$ cat src/rtl/digraph_square_cipher_assert.svh
// Assertion macros for the digraph square cipher block.
// Used by the top level; expects no other headers.
`ifndef DIGRAPH_SQUARE_CIPHER_ASSERT_SVH
`define DIGRAPH_SQUARE_CIPHER_ASSERT_SVH

// generic form with explicit clock and reset
`define DSC_ASSERT_CLK(label, clk, rst, prop, msg) \
   label: assert property (@(posedge clk) disable iff (rst) (prop)) else $error(msg);

// shorthand for modules with ports named clock and reset
`define DSC_ASSERT(label, prop, msg) \
   `DSC_ASSERT_CLK(label, clock, reset, prop, msg)

`endif

$ cat src/rtl/dsc_pkg.sv
// Shared types and constants for the digraph square cipher.
// No dependencies.
`timescale 1ns / 1ps

package dsc_pkg;

   localparam int unsigned ALPHABET = 26;
   localparam int unsigned CELLS    = 25;
   localparam logic [4:0]  LETTER_J = 5'd9;

   typedef enum logic [1:0] {
      OP_CLEAR  = 2'd0,
      OP_KEY    = 2'd1,
      OP_FINISH = 2'd2,
      OP_PAIR   = 2'd3
   } op_type;

   typedef enum logic [1:0] {
      STAT_OK        = 2'd0,
      STAT_NOT_READY = 2'd1,
      STAT_SAME      = 2'd2,
      STAT_BAD       = 2'd3
   } status_type;

   typedef struct packed {
      logic [1:0] opcode;
      logic [4:0] letter_a;
      logic [4:0] letter_b;
   } req_type;

   typedef struct packed {
      logic [4:0] out_first;
      logic [4:0] out_second;
      logic [1:0] status;
   } rsp_type;

   typedef enum logic [2:0] {
      S_IDLE,
      S_FILL,
      S_LOOKUP,
      S_READ,
      S_DELIVER
   } state_type;

   typedef struct packed {
      logic clear;       // drop key
      logic place;       // try to place a letter
      logic place_walk;  // letter comes from the fill walk, not the request
      logic walk_clear;
      logic walk_inc;
      logic set_ready;
      logic capture;     // latch pair status, start position reads
      logic lookup;      // register square indexes
      logic deliver;     // load output word
   } ctrl_cmd_type;

   typedef struct packed {
      logic walk_done;
      logic out_free;
   } dp_stat_type;

endpackage

$ cat src/rtl/dsc_ram.sv
// Generic RAM: one write port, two registered read ports.
// No dependencies.
`timescale 1ns / 1ps

module dsc_ram #(
   parameter int unsigned WIDTH = 5,
   parameter int unsigned DEPTH = 25
) (
   input  logic                     clock,
   input  logic                     wr_en,
   input  logic [$clog2(DEPTH)-1:0] wr_addr,
   input  logic [WIDTH-1:0]         wr_data,
   input  logic [$clog2(DEPTH)-1:0] rd_addr_a,
   input  logic [$clog2(DEPTH)-1:0] rd_addr_b,
   output logic [WIDTH-1:0]         rd_data_a,
   output logic [WIDTH-1:0]         rd_data_b
);

   logic [WIDTH-1:0] mem [DEPTH];
   logic [WIDTH-1:0] rd_a_ff;
   logic [WIDTH-1:0] rd_b_ff;

   always_ff @(posedge clock) begin
      if (wr_en) begin
         mem[wr_addr] <= wr_data;
      end
      rd_a_ff <= mem[rd_addr_a];
      rd_b_ff <= mem[rd_addr_b];
   end

   assign rd_data_a = rd_a_ff;
   assign rd_data_b = rd_b_ff;

endmodule

$ cat src/rtl/dsc_datapath.sv
// Datapath: key square and letter position RAMs, used flags, fill walk,
// pair lookup and output register. Depends on dsc_pkg and dsc_ram.
`timescale 1ns / 1ps

module dsc_datapath (
   input  logic                  clock,
   input  logic                  reset,
   input  dsc_pkg::req_type      req_data,
   input  logic                  csr_wr_en,
   input  logic                  csr_wr_data,
   input  dsc_pkg::ctrl_cmd_type cmd,
   output dsc_pkg::dp_stat_type  stat,
   output logic                  rsp_valid,
   input  logic                  rsp_ready,
   output dsc_pkg::rsp_type      rsp_data
);

   import dsc_pkg::*;

   typedef struct packed {
      logic [2:0] row;
      logic [2:0] col;
   } cell_type;

   function automatic cell_type split_cell(input logic [4:0] idx);
      cell_type   c;
      logic [4:0] base;
      if (idx >= 5'd20) begin
         c.row = 3'd4;
      end else if (idx >= 5'd15) begin
         c.row = 3'd3;
      end else if (idx >= 5'd10) begin
         c.row = 3'd2;
      end else if (idx >= 5'd5) begin
         c.row = 3'd1;
      end else begin
         c.row = 3'd0;
      end
      base  = {c.row, 2'b00} + {2'b00, c.row};
      c.col = 3'(idx - base);
      return c;
   endfunction

   function automatic logic [4:0] join_cell(input logic [2:0] row, input logic [2:0] col);
      return {row, 2'b00} + {2'b00, row} + {2'b00, col};
   endfunction

   // one step around a row or column of five, direction selects +1 or -1
   function automatic logic [2:0] wrap_step(input logic [2:0] v, input logic dec);
      logic [2:0] r;
      if (dec) begin
         r = (v == 3'd0) ? 3'd4 : v - 3'd1;
      end else begin
         r = (v == 3'd4) ? 3'd0 : v + 3'd1;
      end
      return r;
   endfunction

   logic                direction_ff;
   logic [ALPHABET-1:0] used_ff, used_in;
   logic [4:0]          fill_ff, fill_in;
   logic                key_ready_ff, key_ready_in;
   logic [4:0]          walk_ff, walk_in;
   status_type          err_ff, err_in;
   logic [4:0]          idx_a_ff, idx_b_ff;
   logic                rsp_valid_ff, rsp_valid_in;
   rsp_type             rsp_data_ff;

   logic [4:0] pl_letter;
   logic       pl_in_range;
   logic       pl_used;
   logic       place_ok;
   logic [4:0] pos_rd_a, pos_rd_b;
   logic [4:0] pos_addr_a, pos_addr_b;
   logic [4:0] sq_rd_a, sq_rd_b;
   cell_type   cell_a, cell_b;
   cell_type   new_a, new_b;
   logic       a_bad, b_bad;

   // ---- letter placement ----
   assign pl_letter   = cmd.place_walk ? walk_ff : req_data.letter_a;
   assign pl_in_range = (pl_letter < 5'(ALPHABET));
   assign pl_used     = pl_in_range ? used_ff[pl_letter] : 1'b1;
   assign place_ok    = cmd.place && pl_in_range && (pl_letter != LETTER_J) && !pl_used
                        && (fill_ff < 5'(CELLS));

   always_comb begin
      used_in      = used_ff;
      fill_in      = fill_ff;
      key_ready_in = key_ready_ff;
      if (cmd.clear) begin
         used_in      = '0;
         fill_in      = '0;
         key_ready_in = 1'b0;
      end else begin
         if (place_ok) begin
            used_in[pl_letter] = 1'b1;
            fill_in            = fill_ff + 5'd1;
         end
         if (cmd.set_ready) begin
            key_ready_in = 1'b1;
         end
      end
   end

   always_comb begin
      walk_in = walk_ff;
      if (cmd.walk_clear) begin
         walk_in = '0;
      end else if (cmd.walk_inc) begin
         walk_in = walk_ff + 5'd1;
      end
   end

   // ---- pair status ----
   assign a_bad = (req_data.letter_a >= 5'(ALPHABET)) || (req_data.letter_a == LETTER_J);
   assign b_bad = (req_data.letter_b >= 5'(ALPHABET)) || (req_data.letter_b == LETTER_J);

   always_comb begin
      if (!key_ready_ff) begin
         err_in = STAT_NOT_READY;
      end else if (a_bad || b_bad) begin
         err_in = STAT_BAD;
      end else if (req_data.letter_a == req_data.letter_b) begin
         err_in = STAT_SAME;
      end else begin
         err_in = STAT_OK;
      end
   end

   // keep position reads in range for bad letters; result is then unused
   assign pos_addr_a = a_bad ? 5'd0 : req_data.letter_a;
   assign pos_addr_b = b_bad ? 5'd0 : req_data.letter_b;

   // ---- digraph rules ----
   assign cell_a = split_cell(pos_rd_a);
   assign cell_b = split_cell(pos_rd_b);

   always_comb begin
      new_a = cell_a;
      new_b = cell_b;
      if (cell_a.row == cell_b.row) begin
         new_a.col = wrap_step(cell_a.col, direction_ff);
         new_b.col = wrap_step(cell_b.col, direction_ff);
      end else if (cell_a.col == cell_b.col) begin
         new_a.row = wrap_step(cell_a.row, direction_ff);
         new_b.row = wrap_step(cell_b.row, direction_ff);
      end else begin
         new_a.col = cell_b.col;
         new_b.col = cell_a.col;
      end
   end

   // ---- output word ----
   always_comb begin
      rsp_valid_in = rsp_valid_ff;
      if (cmd.deliver) begin
         rsp_valid_in = 1'b1;
      end else if (rsp_ready) begin
         rsp_valid_in = 1'b0;
      end
   end

   always_ff @(posedge clock) begin
      if (reset) begin
         direction_ff <= 1'b0;
         used_ff      <= '0;
         fill_ff      <= '0;
         key_ready_ff <= 1'b0;
         walk_ff      <= '0;
         rsp_valid_ff <= 1'b0;
      end else begin
         if (csr_wr_en) begin
            direction_ff <= csr_wr_data;
         end
         used_ff      <= used_in;
         fill_ff      <= fill_in;
         key_ready_ff <= key_ready_in;
         walk_ff      <= walk_in;
         rsp_valid_ff <= rsp_valid_in;
      end
   end

   always_ff @(posedge clock) begin
      if (cmd.capture) begin
         err_ff <= err_in;
      end
      if (cmd.lookup) begin
         idx_a_ff <= join_cell(new_a.row, new_a.col);
         idx_b_ff <= join_cell(new_b.row, new_b.col);
      end
      if (cmd.deliver) begin
         if (err_ff == STAT_OK) begin
            rsp_data_ff <= '{out_first: sq_rd_a, out_second: sq_rd_b, status: STAT_OK};
         end else begin
            rsp_data_ff <= '{out_first: 5'd0, out_second: 5'd0, status: err_ff};
         end
      end
   end

   dsc_ram #(.WIDTH(5), .DEPTH(CELLS)) u_square (
      .clock     (clock),
      .wr_en     (place_ok),
      .wr_addr   (fill_ff),
      .wr_data   (pl_letter),
      .rd_addr_a (idx_a_ff),
      .rd_addr_b (idx_b_ff),
      .rd_data_a (sq_rd_a),
      .rd_data_b (sq_rd_b)
   );

   // letter -> cell index, written alongside the square
   dsc_ram #(.WIDTH(5), .DEPTH(ALPHABET)) u_position (
      .clock     (clock),
      .wr_en     (place_ok),
      .wr_addr   (pl_letter),
      .wr_data   (fill_ff),
      .rd_addr_a (pos_addr_a),
      .rd_addr_b (pos_addr_b),
      .rd_data_a (pos_rd_a),
      .rd_data_b (pos_rd_b)
   );

   assign stat.walk_done = (walk_ff == 5'(ALPHABET - 1));
   assign stat.out_free  = !rsp_valid_ff || rsp_ready;
   assign rsp_valid      = rsp_valid_ff;
   assign rsp_data       = rsp_data_ff;

endmodule

$ cat src/rtl/dsc_controller.sv
// Controller state machine: decodes request opcodes and sequences the
// key fill walk and pair lookup. Depends on dsc_pkg.
`timescale 1ns / 1ps

module dsc_controller (
   input  logic                  clock,
   input  logic                  reset,
   input  logic                  req_valid,
   output logic                  req_ready,
   input  logic [1:0]            opcode,
   input  dsc_pkg::dp_stat_type  stat,
   output dsc_pkg::ctrl_cmd_type cmd
);

   import dsc_pkg::*;

   state_type state_ff, state_in;
   op_type    op;

   assign op = op_type'(opcode);

   always_comb begin
      state_in = state_ff;
      case (state_ff)
         S_IDLE: begin
            if (req_valid) begin
               if (op == OP_FINISH) begin
                  state_in = S_FILL;
               end else if (op == OP_PAIR) begin
                  state_in = S_LOOKUP;
               end
            end
         end
         S_FILL: begin
            if (stat.walk_done) begin
               state_in = S_IDLE;
            end
         end
         S_LOOKUP:  state_in = S_READ;
         S_READ:    state_in = S_DELIVER;
         S_DELIVER: begin
            if (stat.out_free) begin
               state_in = S_IDLE;
            end
         end
         default:   state_in = S_IDLE;
      endcase
   end

   always_comb begin
      cmd       = '0;
      req_ready = 1'b0;
      case (state_ff)
         S_IDLE: begin
            req_ready = 1'b1;
            if (req_valid) begin
               case (op)
                  OP_CLEAR:  cmd.clear      = 1'b1;
                  OP_KEY:    cmd.place      = 1'b1;
                  OP_FINISH: cmd.walk_clear = 1'b1;
                  OP_PAIR:   cmd.capture    = 1'b1;
                  default:   cmd            = '0;
               endcase
            end
         end
         S_FILL: begin
            cmd.place      = 1'b1;
            cmd.place_walk = 1'b1;
            cmd.walk_inc   = 1'b1;
            cmd.set_ready  = stat.walk_done;
         end
         S_LOOKUP:  cmd.lookup  = 1'b1;
         S_READ:    cmd         = '0;
         S_DELIVER: cmd.deliver = stat.out_free;
         default:   cmd         = '0;
      endcase
   end

   always_ff @(posedge clock) begin
      if (reset) begin
         state_ff <= S_IDLE;
      end else begin
         state_ff <= state_in;
      end
   end

endmodule

$ cat src/rtl/digraph_square_cipher.sv
// Digraph square (5x5 Playfair) cipher engine, top level.
// Pair word: accepted in idle, then lookup, read and deliver states; deliver waits while rsp stalls.
// Clear and key letter words are taken in idle. Finish word runs the 26-letter fill walk in the fill state.
// Synchronous active-high reset clears key state, direction and output valid; no clearing pass.
// Depends on dsc_pkg, dsc_controller, dsc_datapath, dsc_ram and the assertion header.
`timescale 1ns / 1ps

module digraph_square_cipher (
   input  logic             clock,
   input  logic             reset,
   input  logic             req_valid,
   output logic             req_ready,
   input  dsc_pkg::req_type req_data,
   output logic             rsp_valid,
   input  logic             rsp_ready,
   output dsc_pkg::rsp_type rsp_data,
   input  logic             csr_wr_en,
   input  logic             csr_wr_data
);

   import dsc_pkg::*;

   `include "digraph_square_cipher_assert.svh"

   ctrl_cmd_type cmd;
   dp_stat_type  stat;

   dsc_controller u_ctrl (
      .clock     (clock),
      .reset     (reset),
      .req_valid (req_valid),
      .req_ready (req_ready),
      .opcode    (req_data.opcode),
      .stat      (stat),
      .cmd       (cmd)
   );

   dsc_datapath u_dp (
      .clock       (clock),
      .reset       (reset),
      .req_data    (req_data),
      .csr_wr_en   (csr_wr_en),
      .csr_wr_data (csr_wr_data),
      .cmd         (cmd),
      .stat        (stat),
      .rsp_valid   (rsp_valid),
      .rsp_ready   (rsp_ready),
      .rsp_data    (rsp_data)
   );

   // a pending result is never overwritten
   `DSC_ASSERT(a_no_overwrite, cmd.deliver |-> (!rsp_valid || rsp_ready), "result overwritten")
   // results only come from a delivery
   `DSC_ASSERT(a_rsp_source, $rose(rsp_valid) |-> $past(cmd.deliver), "spurious result")
   // a pair word blocks the input for its lookup
   `DSC_ASSERT(a_pair_busy, (req_valid && req_ready && req_data.opcode == OP_PAIR) |=> !req_ready,
               "input open during lookup")
   // clear and placement never coincide
   `DSC_ASSERT(a_clear_place, !(cmd.clear && cmd.place), "clear and place together")

endmodule
$ cat config.mk
export PLATFORM = sky130hd
export DESIGN_NAME = digraph_square_cipher
export DESIGN_NICKNAME = d
export VERILOG_FILES = /design/src/rtl/dsc_pkg.sv /design/src/rtl/dsc_ram.sv /design/src/rtl/dsc_datapath.sv /design/src/rtl/dsc_controller.sv /design/src/rtl/digraph_square_cipher.sv
export VERILOG_INCLUDE_DIRS = /design/src /design/src/rtl
export SDC_FILE = /design/constraint.sdc
export NUM_CORES = 1
export LEC_CHECK = 0
export ABC_AREA = 1
export BUFFER_PORTS_ARGS = -buffer_cell sky130_fd_sc_hd__buf_2
export CELL_PAD_IN_SITES_DETAIL_PLACEMENT = 1
export CELL_PAD_IN_SITES_GLOBAL_PLACEMENT = 1
export CORE_MARGIN = 2
export CORE_UTILIZATION = 30
export DETAILED_ROUTE_END_ITERATION = 8
export GPL_ROUTABILITY_DRIVEN = 0
export HOLD_SLACK_MARGIN = 0.12
export PLACE_DENSITY_LB_ADDON = 0.3
export SETUP_SLACK_MARGIN = 0.2
export SYNTH_ARGS = -nofsm -noshare
export SYNTH_HDL_FRONTEND = slang
export SYNTH_SLANG_ARGS = --single-unit
$ cat constraint.sdc
create_clock -name clock -period 4.2 [get_ports clock]
set_input_delay 0.84 -clock clock [delete_from_list [all_inputs] [get_ports clock]]
set_output_delay 0.84 -clock clock [all_outputs]
set_load 0.02 [all_outputs]
# [After elaboration in Yosys (flattened, before gate mapping)]
# Memories as Yosys holds them, arrays and structs flattened. A register that Yosys moved wholly into a read port is not among the register bits.
# Cells that the tools add are included.
[totals] regBits=66 ram_bits=255 n_memories=2 wordCells=156 inputBits=18 latchBits=0 output_inout_bits=14 mem_bits_ro=0
[classes] magnitude_cmp=14 div=0 n_bitwise=2 multipliers=0 n_addsub=18 n_reduce_logical=23 n_mux=61 n_shift=0 eq_ne=22
[memory_table] name="u_dp.u_position.mem" depth=26 width=5 rd=2 rd_ports_with_merged_regs=2 write_ports=1 line_no="dsc_ram.sv:19" rtl="logic [WIDTH-1:0] mem [DEPTH];"
[memory_table] name="u_dp.u_square.mem" depth=25 width=5 rd=2 rd_ports_with_merged_regs=2 write_ports=1 line_no="dsc_ram.sv:19"
[op_table] cell="2-to-1 mux 3 bit" n=31
[op_table] cell="bitwise OR 26 bit" n=1
[op_table] cell="adder 5 x 3 -> 5 bit" n=4
[op_table] cell="greater-or-equal comparator 5 x 4 -> 1 bit, second input constant" n=4
[op_table] cell="greater-or-equal comparator 5 bit, second input constant" n=4
[op_table] cell="2-to-1 mux 1 bit" n=17
[op_table] cell="== test 3 bit, second input constant" n=5
[op_table] cell="zero test 3 bit" n=5
[op_table] cell="2-to-1 mux 5 bit" n=3
[op_table] cell="case mux 3 bit (5 select lines)" n=1
[op_table] cell="adder 3 x 1 -> 3 bit, second input constant" n=4
[op_table] cell="subtractor 3 x 1 -> 3 bit, second input constant" n=4
[op_table] cell="adder 5 x 1 -> 5 bit, second input constant" n=2
[op_table] cell="== test 5 x 4 -> 1 bit, second input constant" n=2
[op_table] cell="greater-or-equal comparator 5 x 3 -> 1 bit, second input constant" n=2
[op_table] cell="less-than comparator 5 bit, second input constant" n=2
[op_table] cell="2-to-1 mux 9 bit" n=1
[op_table] cell="case mux 2 bit (2 select lines)" n=2
[op_table] cell="adder 3 bit" n=2
[op_table] cell="== test 3 x 2 -> 1 bit, second input constant" n=2
[op_table] cell="== test 3 bit" n=2
[op_table] cell="less-than comparator 5 x 6 -> 1 bit, second input constant" n=1
[op_table] cell="OR reduction 2 bit" n=3
[op_table] cell="subtractor 3 bit" n=2
[op_table] cell="other kinds (21)" n=34

# [Depth between registers and ports, before layout]
# Gate-level depths: netlist of the first run.
[depth] ltp_word=13 depth_mapped=28 depth_no_buf=28

# [By module]
# Synthesis of the first run repeated with hierarchy kept, for this count alone.
[hier_totals] cells_unflattened=2296 hier_area_um2=18625.4
[modules_own_cells] mod="dsc_ram (u_dp.u_position)" cells_per_inst=825 n_inst=1 area_each_um2=7140.6
[modules_own_cells] mod="dsc_ram (u_dp.u_square)" cells_per_inst=834 n_inst=1 area_each_um2=6966.7
[modules_own_cells] mod="dsc_datapath" cells_per_inst=594 n_inst=1 area_each_um2=4237.8
[modules_own_cells] mod="dsc_controller" cells_per_inst=43 n_inst=1 area_each_um2=280.3

# [Worst setup path before layout of the first run]
# No wires, ideal clock.
[synth_timing] path_kind="reg-to-reg" from="register u_dp.u_position.rd_b_ff[2], in the netlist u_dp.u_position.rd_data_b[2], read port of u_dp.u_position.mem" to="register u_dp.idx_a_ff[4] (data pin)" required_ps=3947 setup_slack_ps=-339 stages_incl_launch_ff=24 arrival_ps=4286 period_less_slack_ps=4539 path_buffers=0 setup_ps=253 path_cell_list="dfxtp_1 inv_1 a21oi_1 inv_1 nand2_1 inv_1 ha_1 inv_1 ha_1 nor2_1 fa_1 xnor2_1 nand3_1 a21oi_1 nand3_1 inv_1 nand2_1 o21ai_0 fa_1 ha_1 a21o_1 a21oi_1 nand3b_1 nand2_1"
[synth_between] elab_chain_cells=12 word_cells_on_any_way=18
[synth_lines] element="from (decl)" line_no="dsc_ram.sv:21" rtl="logic [WIDTH-1:0] rd_b_ff;"
[synth_lines] element="greater-or-equal comparator 5 x 3 -> 1 bit" line_no="dsc_datapath.sv:34" rtl="end else if (idx >= 5'd5) begin"
[synth_lines] element="2-to-1 mux 1 bit" line_no="dsc_datapath.sv:34"
[synth_lines] element="2-to-1 mux 3 bit" line_no="dsc_datapath.sv:32" rtl="end else if (idx >= 5'd10) begin"
[synth_lines] element="2-to-1 mux 3 bit" line_no="dsc_datapath.sv:30" rtl="end else if (idx >= 5'd15) begin"
[synth_lines] element="2-to-1 mux 3 bit" line_no="dsc_datapath.sv:28" rtl="if (idx >= 5'd20) begin"
[synth_lines] element="adder 3 bit" line_no="dsc_datapath.sv:39" rtl="base = {c.row, 2'b00} + {2'b00, c.row};"
[synth_lines] element="subtractor 3 bit" line_no="dsc_datapath.sv:40" rtl="c.col = 3'(idx - base);"
[synth_lines] element="== test 3 bit" line_no="dsc_datapath.sv:145" rtl="end else if (cell_a.col == cell_b.col) begin"
[synth_lines] element="2-to-1 mux 3 bit" line_no="dsc_datapath.sv:145"
[synth_lines] element="2-to-1 mux 3 bit" line_no="dsc_datapath.sv:142" rtl="if (cell_a.row == cell_b.row) begin"
[synth_lines] element="adder 5 x 3 -> 5 bit" line_no="dsc_datapath.sv:45" rtl="return {row, 2'b00} + {2'b00, row} + {2'b00, col};"
[synth_lines] element="adder 5 x 3 -> 5 bit *" line_no="dsc_datapath.sv:45"
[synth_lines] element="to (signal assigned)" line_no="dsc_datapath.sv:189" rtl="idx_a_ff <= join_cell(new_a.row, new_a.col);"
[synth_lines] element="to (decl)" line_no="dsc_datapath.sv:65" rtl="logic [4:0] idx_a_ff, idx_b_ff;"
# Mark *: on every way between the ends. The rest lies on a longest branch, timed or not.
# A chain may end at the register's enable or synchronous reset.

# [Worst setup path after layout of the first run]
# Ends and elaborated chain as after synthesis.

==> results.json, run 1 <==
{
  "status": "complete, but fails checks",
  "failed_checks": "setup timing",
  "min_period_ps": 4470,
  "grt_usage": 0.198,
  "ctsLongestPathBuffers": 3,
  "max_freq_mhz": 224,
  "clkLatencyLatePin_ps": 570,
  "cts_buffers": 40,
  "ys_async_sr_fraction": 0,
  "final_hold_viol_count": 0,
  "rsz0062_at_grt": "yes",
  "drv_cap": 0,
  "drc": 0,
  "clock-sinks": 341,
  "syn_inst": 2071,
  "p_total_mw": 12.1,
  "critPathMaxFanout": 7,
  "antenna_left": 0,
  "r2r_cells": 27,
  "critPathMaxStageDelay_ps": 510,
  "regToRegSetupSlack_ps": -270,
  "cp_slowest_cell": "fa_1",
  "multi_input_area_mm2": 0.00748,
  "vdd_drop_max_mv": 0.296,
  "drt_iter0_drc": 1052,
  "ys_top_cells_by_area": "edfxtp_1 (46%), nand2_1 (8.7%), dfxtp_1 (6.9%), nand3_1 (6.2%), o21ai_0 (5.1%)",
  "dpl.hpwl_um": 41600,
  "overflow": 0,
  "viasPerCell": 5.19,
  "yosysWarningCount": 0,
  "arrival_ps": 4790,
  "rr_endpoint": "u_dp.idx_a_ff[4]",
  "cp.required_ps": 4520,
  "avgSynthCellArea_um2": 8.74,
  "hold_end": "u_dp.used_ff[9]",
  "cp_top_family": "buffers and inverters",
  "wl_per_cell_um": 20.8,
  "worstSetupEndpointType": "register",
  "drive_above_1_share": 0.180,
  "setup_slack_ps": -272,
  "p_per_area_mw_per_mm2": 553,
  "syn_to_final_growth_pct": 20.6,
  "slew_headroom": 0.214,
  "finalMaxSlewViolations": 0,
  "register_area_mm2": 0.00964,
  "nets": 2269,
  "hold_class": "register to register",
  "wirelength_um": 62900,
  "cp_num_buf_inv": 12,
  "die_y_um": 250,
  "die-area_mm2": 0.0623,
  "firstDrtPassIters": 5,
  "synth_cell_type_count": 52,
  "grt_start_max_net_pins": 59,
  "skew_ps": 22.8,
  "grt_pass1_vias": 16600,
  "fp.dieW_um": 250,
  "synth_area_mm2": 0.0181,
  "dr_total_vias": 15700,
  "clk_pin_slew_ps": 60,
  "ys_seq_area_frac": 0.531,
  "tightest_slew_ps": 1180,
  "synth_edf_count": 279,
  "crit_type": "register to register",
  "grt_antenna_before_repair": 0,
  "min_period_over_period": 1.06,
  "stdcell_area_mm2": 0.0218,
  "ys_ff_latch": 341,
  "path_common_cell": "buf_4",
  "cts_root_buf": "clkbuf_16",
  "grt_pass1_wl_um": 96700,
  "start_kind": "register",
  "min_from": "u_dp.used_ff[9]",
  "setup_viol": 6,
  "leakagePower_nw": 8.62,
  "r2r-start": "u_dp.u_position.rd_data_b[2]",
  "synthFlopType": "edfxtp_1",
  "synth_top_area_share": 0.463,
  "pin_count": 32,
  "holdPathStages": 2,
  "cts_max_level": 2,
  "fp.coreArea_mm2": 0.0600,
  "port_buffers": 31,
  "synth_area_leader_cell": "edfxtp_1",
  "rows": 90,
  "dpl_cell_area_mm2": 0.0198,
  "tritoncts": "done",
  "nFillCells": 6974,
  "floorplan.initialDensity": 0.302
}
==> tightest hold or removal path, stage by stage, from the launching register on <==
cell and delay (ps):
dfxtp_1 310, inv_1 50, nor2_1 30
==> cells in the mapped netlist (7+ instances only) <==
| master | n |
|---|---|
| nand4_1 | 7 |
| dfxtp_1 | 62 |
| o211ai_1 | 76 |
| inv_2 | 7 |
| clkbuf_1 | 90 |
| nand2_1 | 418 |
| inv_1 | 235 |
| nor3_1 | 10 |
| nand3_2 | 14 |
| edfxtp_1 | 279 |
| ha_1 | 30 |
| o22ai_1 | 11 |
| o21bai_1 | 13 |
| a21oi_1 | 96 |
| nand2_2 | 10 |
| buf_6 | 7 |
| o221ai_1 | 23 |
| nand3_1 | 224 |
| o21ai_0 | 186 |
| xnor2_1 | 7 |
| nor2_1 | 194 |
==> repair_timing <==
action | CTS | global route
hold buffers | 0 | 0
setup buffers | 55 | 7
setup endpoints to repair | 6 | 8
pin swaps | 19 | 21
gates resized for setup | 39 | 41
==> how the worst max path moves through the flow <==
| stage | cells after the start | end | startpoint | slack, ps |
|---|---|---|---|---|
| 5_1_grt | 25 | u_dp.idx_a_ff[4] | u_dp.u_position.rd_data_b[0] | -430 |
| 6_report | 27 | u_dp.idx_a_ff[4] | u_dp.u_position.rd_data_b[2] | -270 |
| 3_5_place_dp | 27 | u_dp.idx_a_ff[4] | u_dp.u_position.rd_data_b[1] | -240 |
| 4_1_cts | 27 | u_dp.idx_a_ff[4] | u_dp.u_position.rd_data_b[2] | -30 |
| 3_3_place_gp | 26 | u_dp.idx_b_ff[4] | u_dp.u_position.rd_data_b[1] | -20 |
| 2_1_floorplan | 24 | u_dp.idx_a_ff[4] | u_dp.u_position.rd_data_a[1] | 70 |
==> per-layer routing <==
| layer | GRT usage | wire, um | vias up |
|---|---|---|---|
| li1 | - | - | 7362 |
| met1 | 0.253 | 27400 | 7886 |
| met2 | 0.348 | 31000 | 361 |
| met3 | 0.0223 | 2440 | 124 |
| met4 | 0.0661 | 2070 | 0 |
| met5 | 0 | 0 | - |
==> power by group <==
group / internal [mW] / leakage [nW] / total [mW] / switching (mW)
Sequential: 3.89 / 2.98 / 4.09 / 0.192
Combinational: 1.79 / 5.02 / 4.51 / 2.73
Clock: 2.01 / 0.627 / 3.47 / 1.46
==> placed cells by master (no fill, tap or decap), types with 31 or more instances in the layout <==
cell type / instances
clkbuf_16: 40
nand3_1: 220
a21oi_1: 89
edfxtp_1: 279
inv_1: 218
nand2_1: 400
o211ai_1: 76
buf_2: 31
nor2_1: 185
o21ai_0: 173
buf_4: 170
dfxtp_1: 54
==> area by class of cell <==
type | instances | area share
Antenna cell | 1 | 0.000115
Clock buffer | 49 | 0.0474
Clock inverter | 24 | 0.0114
Inverter | 251 | 0.0442
Multi-Input combinational cell | 1376 | 0.343
Sequential cell | 341 | 0.442
Tap cell | 782 | 0.0448
Timing Repair Buffer | 205 | 0.0676
==> sequential cells by signal (all words and copies together), names as in the netlist <==
signal and cells:
u_dp.u_square.mem 125, u_dp.fill_ff 5, u_dp.u_position.rd_data_a 5, u_dp.direction_ff 1, u_dp.idx_a_ff 5, u_ctrl.state_ff 3, u_dp.rsp_valid 1, u_dp.key_ready_ff 1
u_dp.idx_b_ff 5, u_dp.err_ff 2, u_dp.walk_ff 5, u_dp.u_position.mem 130, u_dp.u_position.rd_data_b 5, u_dp.used_ff 26, u_dp.u_square.rd_data_a 5, u_dp.rsp_data 12
u_dp.u_square.rd_data_b 5
==> metrics by stage <==
stage	setup slack, ps	utilization	std cells	hold WS (ps)	setup TNS [ps]
finish	-272	0.364	3029	435	-1050
global route	-428	0.364	3028	458	-1920
CTS	-33.8	0.360	3021	434	-72.4
detailed placement	-236	0.329	2893	426	-1130
global placement	-21.2	0.329	2893	426	-50.8
floorplan	68.5	-	2075	409	0
==> kinds of logic after synthesis <==
kind of cell             Yosys count  synth area share
AND/OR/NAND/NOR                  897             0.218
AO/OA/AOI/OAI                    425             0.138
buffers and inverters            358            0.0791
flip-flops                       341             0.531
adder cells (fa/ha/maj)           36            0.0274
XOR/XNOR                          13           0.00629
other                              1          0.000207
Power figures use the tool's default switching activity.
==> inputs of run 2 (changes only) <==
CORE_UTILIZATION = 44   (was 30)
==> results.json, run 2 (synthesis results as in run 1) <==
{
  "status": "complete, but fails checks",
  "failed_checks": "setup timing",
  "cp_top_family": "adder cells",
  "grt_usage": 0.290,
  "syn_to_final_growth_pct": 16.7,
  "met3_length_um": 3740,
  "critPathMaxStageDelay_ps": 630,
  "tightest_slew_ps": 1070,
  "grt_start_max_net_pins": 63,
  "met1_length_um": 24400,
  "min_period_over_period": 1.11,
  "cts_hold_buf": 0,
  "path_cells": "nor2_1 -> nand3_1 -> nand2_2 -> nand2_4 -> nand2_4 -> inv_4 -> ha_4 -> ha_2 -> nor2_4 -> fa_2 -> inv_4 -> ha_4 -> o21ai_0 -> nor2_1 -> o21ai_1 -> o21ai_1 -> fa_1 -> ha_1 -> a21o_1 -> a21oi_2 -> nand3b_1 -> nand2_1",
  "nets": 2236,
  "overflow": 0,
  "viasPerCell": 5.80,
  "tritoncts": "done",
  "top_regs": "u_dp.u_position.mem x130, u_dp.u_square.mem x125, u_dp.used_ff x26",
  "floorplan.initialDensity": 0.444,
  "fp.coreArea_mm2": 0.0407,
  "finalNonFillerCells": 2743,
  "fp.dieW_um": 207,
  "dr_total_vias": 15900,
  "cp.required_ps": 4500,
  "worstSetupEndpointType": "register",
  "skew_ps": 18.1,
  "top_register": "u_dp.u_position.mem",
  "ctsLongestPathBuffers": 3,
  "setup_viol": 6,
  "rows": 74,
  "rsz0062_at_grt": "yes",
  "cts_root_buf": "clkbuf_16",
  "pin_count": 32,
  "dp_slack_ps": -305,
  "largest_reg_flops": 130,
  "fin_setup_tns_ps": -2180,
  "critPathMaxFanout": 4,
  "p_per_area_mw_per_mm2": 557,
  "p_total_mw": 11.8,
  "start_kind": "register",
  "drv_cap": 0,
  "finalMaxSlewViolations": 0,
  "grt_pass1_wl_um": 94300,
  "cts_max_level": 2,
  "post-route-util": 0.519,
  "drt_iter0_drc": 1270,
  "final_cell_mix": "nand2_1 (401), edfxtp_1 (279), nand3_1 (222)",
  "diodes": 0,
  "wirelength_um": 62900,
  "leakagePower_nw": 8.43,
  "clk_pin_slew_ps": 60,
  "arrival_ps": 4990,
  "max_freq_mhz": 214,
  "clkLatencyLatePin_ps": 550,
  "setup_slack_ps": -480,
  "cts_buffers": 38,
  "crit_type": "register to register",
  "final_common_cell": "nand2_1",
  "vdd_drop_max_mv": 0.375,
  "wl_per_cell_um": 22.9,
  "slew_headroom": 0.284,
  "firstDrtPassIters": 5,
  "final_hold_viol_count": 0,
  "port_buffers": 31,
  "min_period_ps": 4680,
  "route.top_layer_used": "met4",
  "drive_above_1_share": 0.166,
  "antenna_left": 0,
  "wl_met2_um": 32000,
  "die-area_mm2": 0.0428,
  "die_y_um": 207,
  "grt_pass1_vias": 16800,
  "clock-sinks": 341,
  "grt_antenna_before_repair": 0,
  "nFillCells": 4749,
  "regToRegSetupSlack_ps": -480,
  "place_inst": 2632,
  "cp_slowest_cell": "fa_2",
  "drc": 0,
  "hold_class": "register to register",
  "cp_num_buf_inv": 2,
  "dpl.hpwl_um": 40300
}
run 2: metrics by stage:
| stage | cell area, um2 | hold WS (ps) |
|---|---|---|
| final | 21100 | 427 |
| after global routing | 21100 | 453 |
| after CTS | 21000 | 431 |
| after detailed placement | 19400 | 422 |
| after global placement | 19400 | 418 |
| after floorplan | 18300 | 409 |
run 2: area by class of cell:
cell class / instances / area (um2) / share of cell area
Sequential cell: 341 / 9640 / 0.456
Clock buffer: 49 / 1030 / 0.0489
Inverter: 251 / 967 / 0.0458
Multi-Input combinational cell: 1376 / 7400 / 0.350
Clock inverter: 20 / 183 / 0.00864
Timing Repair Buffer: 174 / 1240 / 0.0589
Tap cell: 532 / 666 / 0.0315
run 2: report_power, final:
group,switching (mW),internal (mW),total [mW]
Combinational,2.74,1.64,4.38
Clock,1.41,1.93,3.33
Sequential,0.155,3.89,4.05
run 2: repair_timing:
action,CTS,global route
buffers inserted,36,6
pin swaps,30,25
resized for setup,34,29
setup endpoints to repair,6,8
run 2: worst paths after layout:
path	from	endpoint	depth (start not counted)
setup / recovery	u_dp.u_position.rd_data_a[4]	u_dp.idx_a_ff[4]	22
hold / removal	u_dp.used_ff[9]	u_dp.used_ff[9]	2
setup reg to reg	u_dp.u_position.rd_data_a[4]	u_dp.idx_a_ff[4]	22
hold reg to reg	u_dp.used_ff[9]	u_dp.used_ff[9]	2
run 2: worst min-delay path: stages, from the launching register on:
cell and delay [ps]:
dfxtp_1 310, inv_1 50, nor2_1 30
run 2: per-layer routing:
layer  up-vias  GRT usage
met2       591      0.518
li1       7282          -
met4         0      0.128
met5         -          0
met3       176     0.0421
met1      7865      0.346
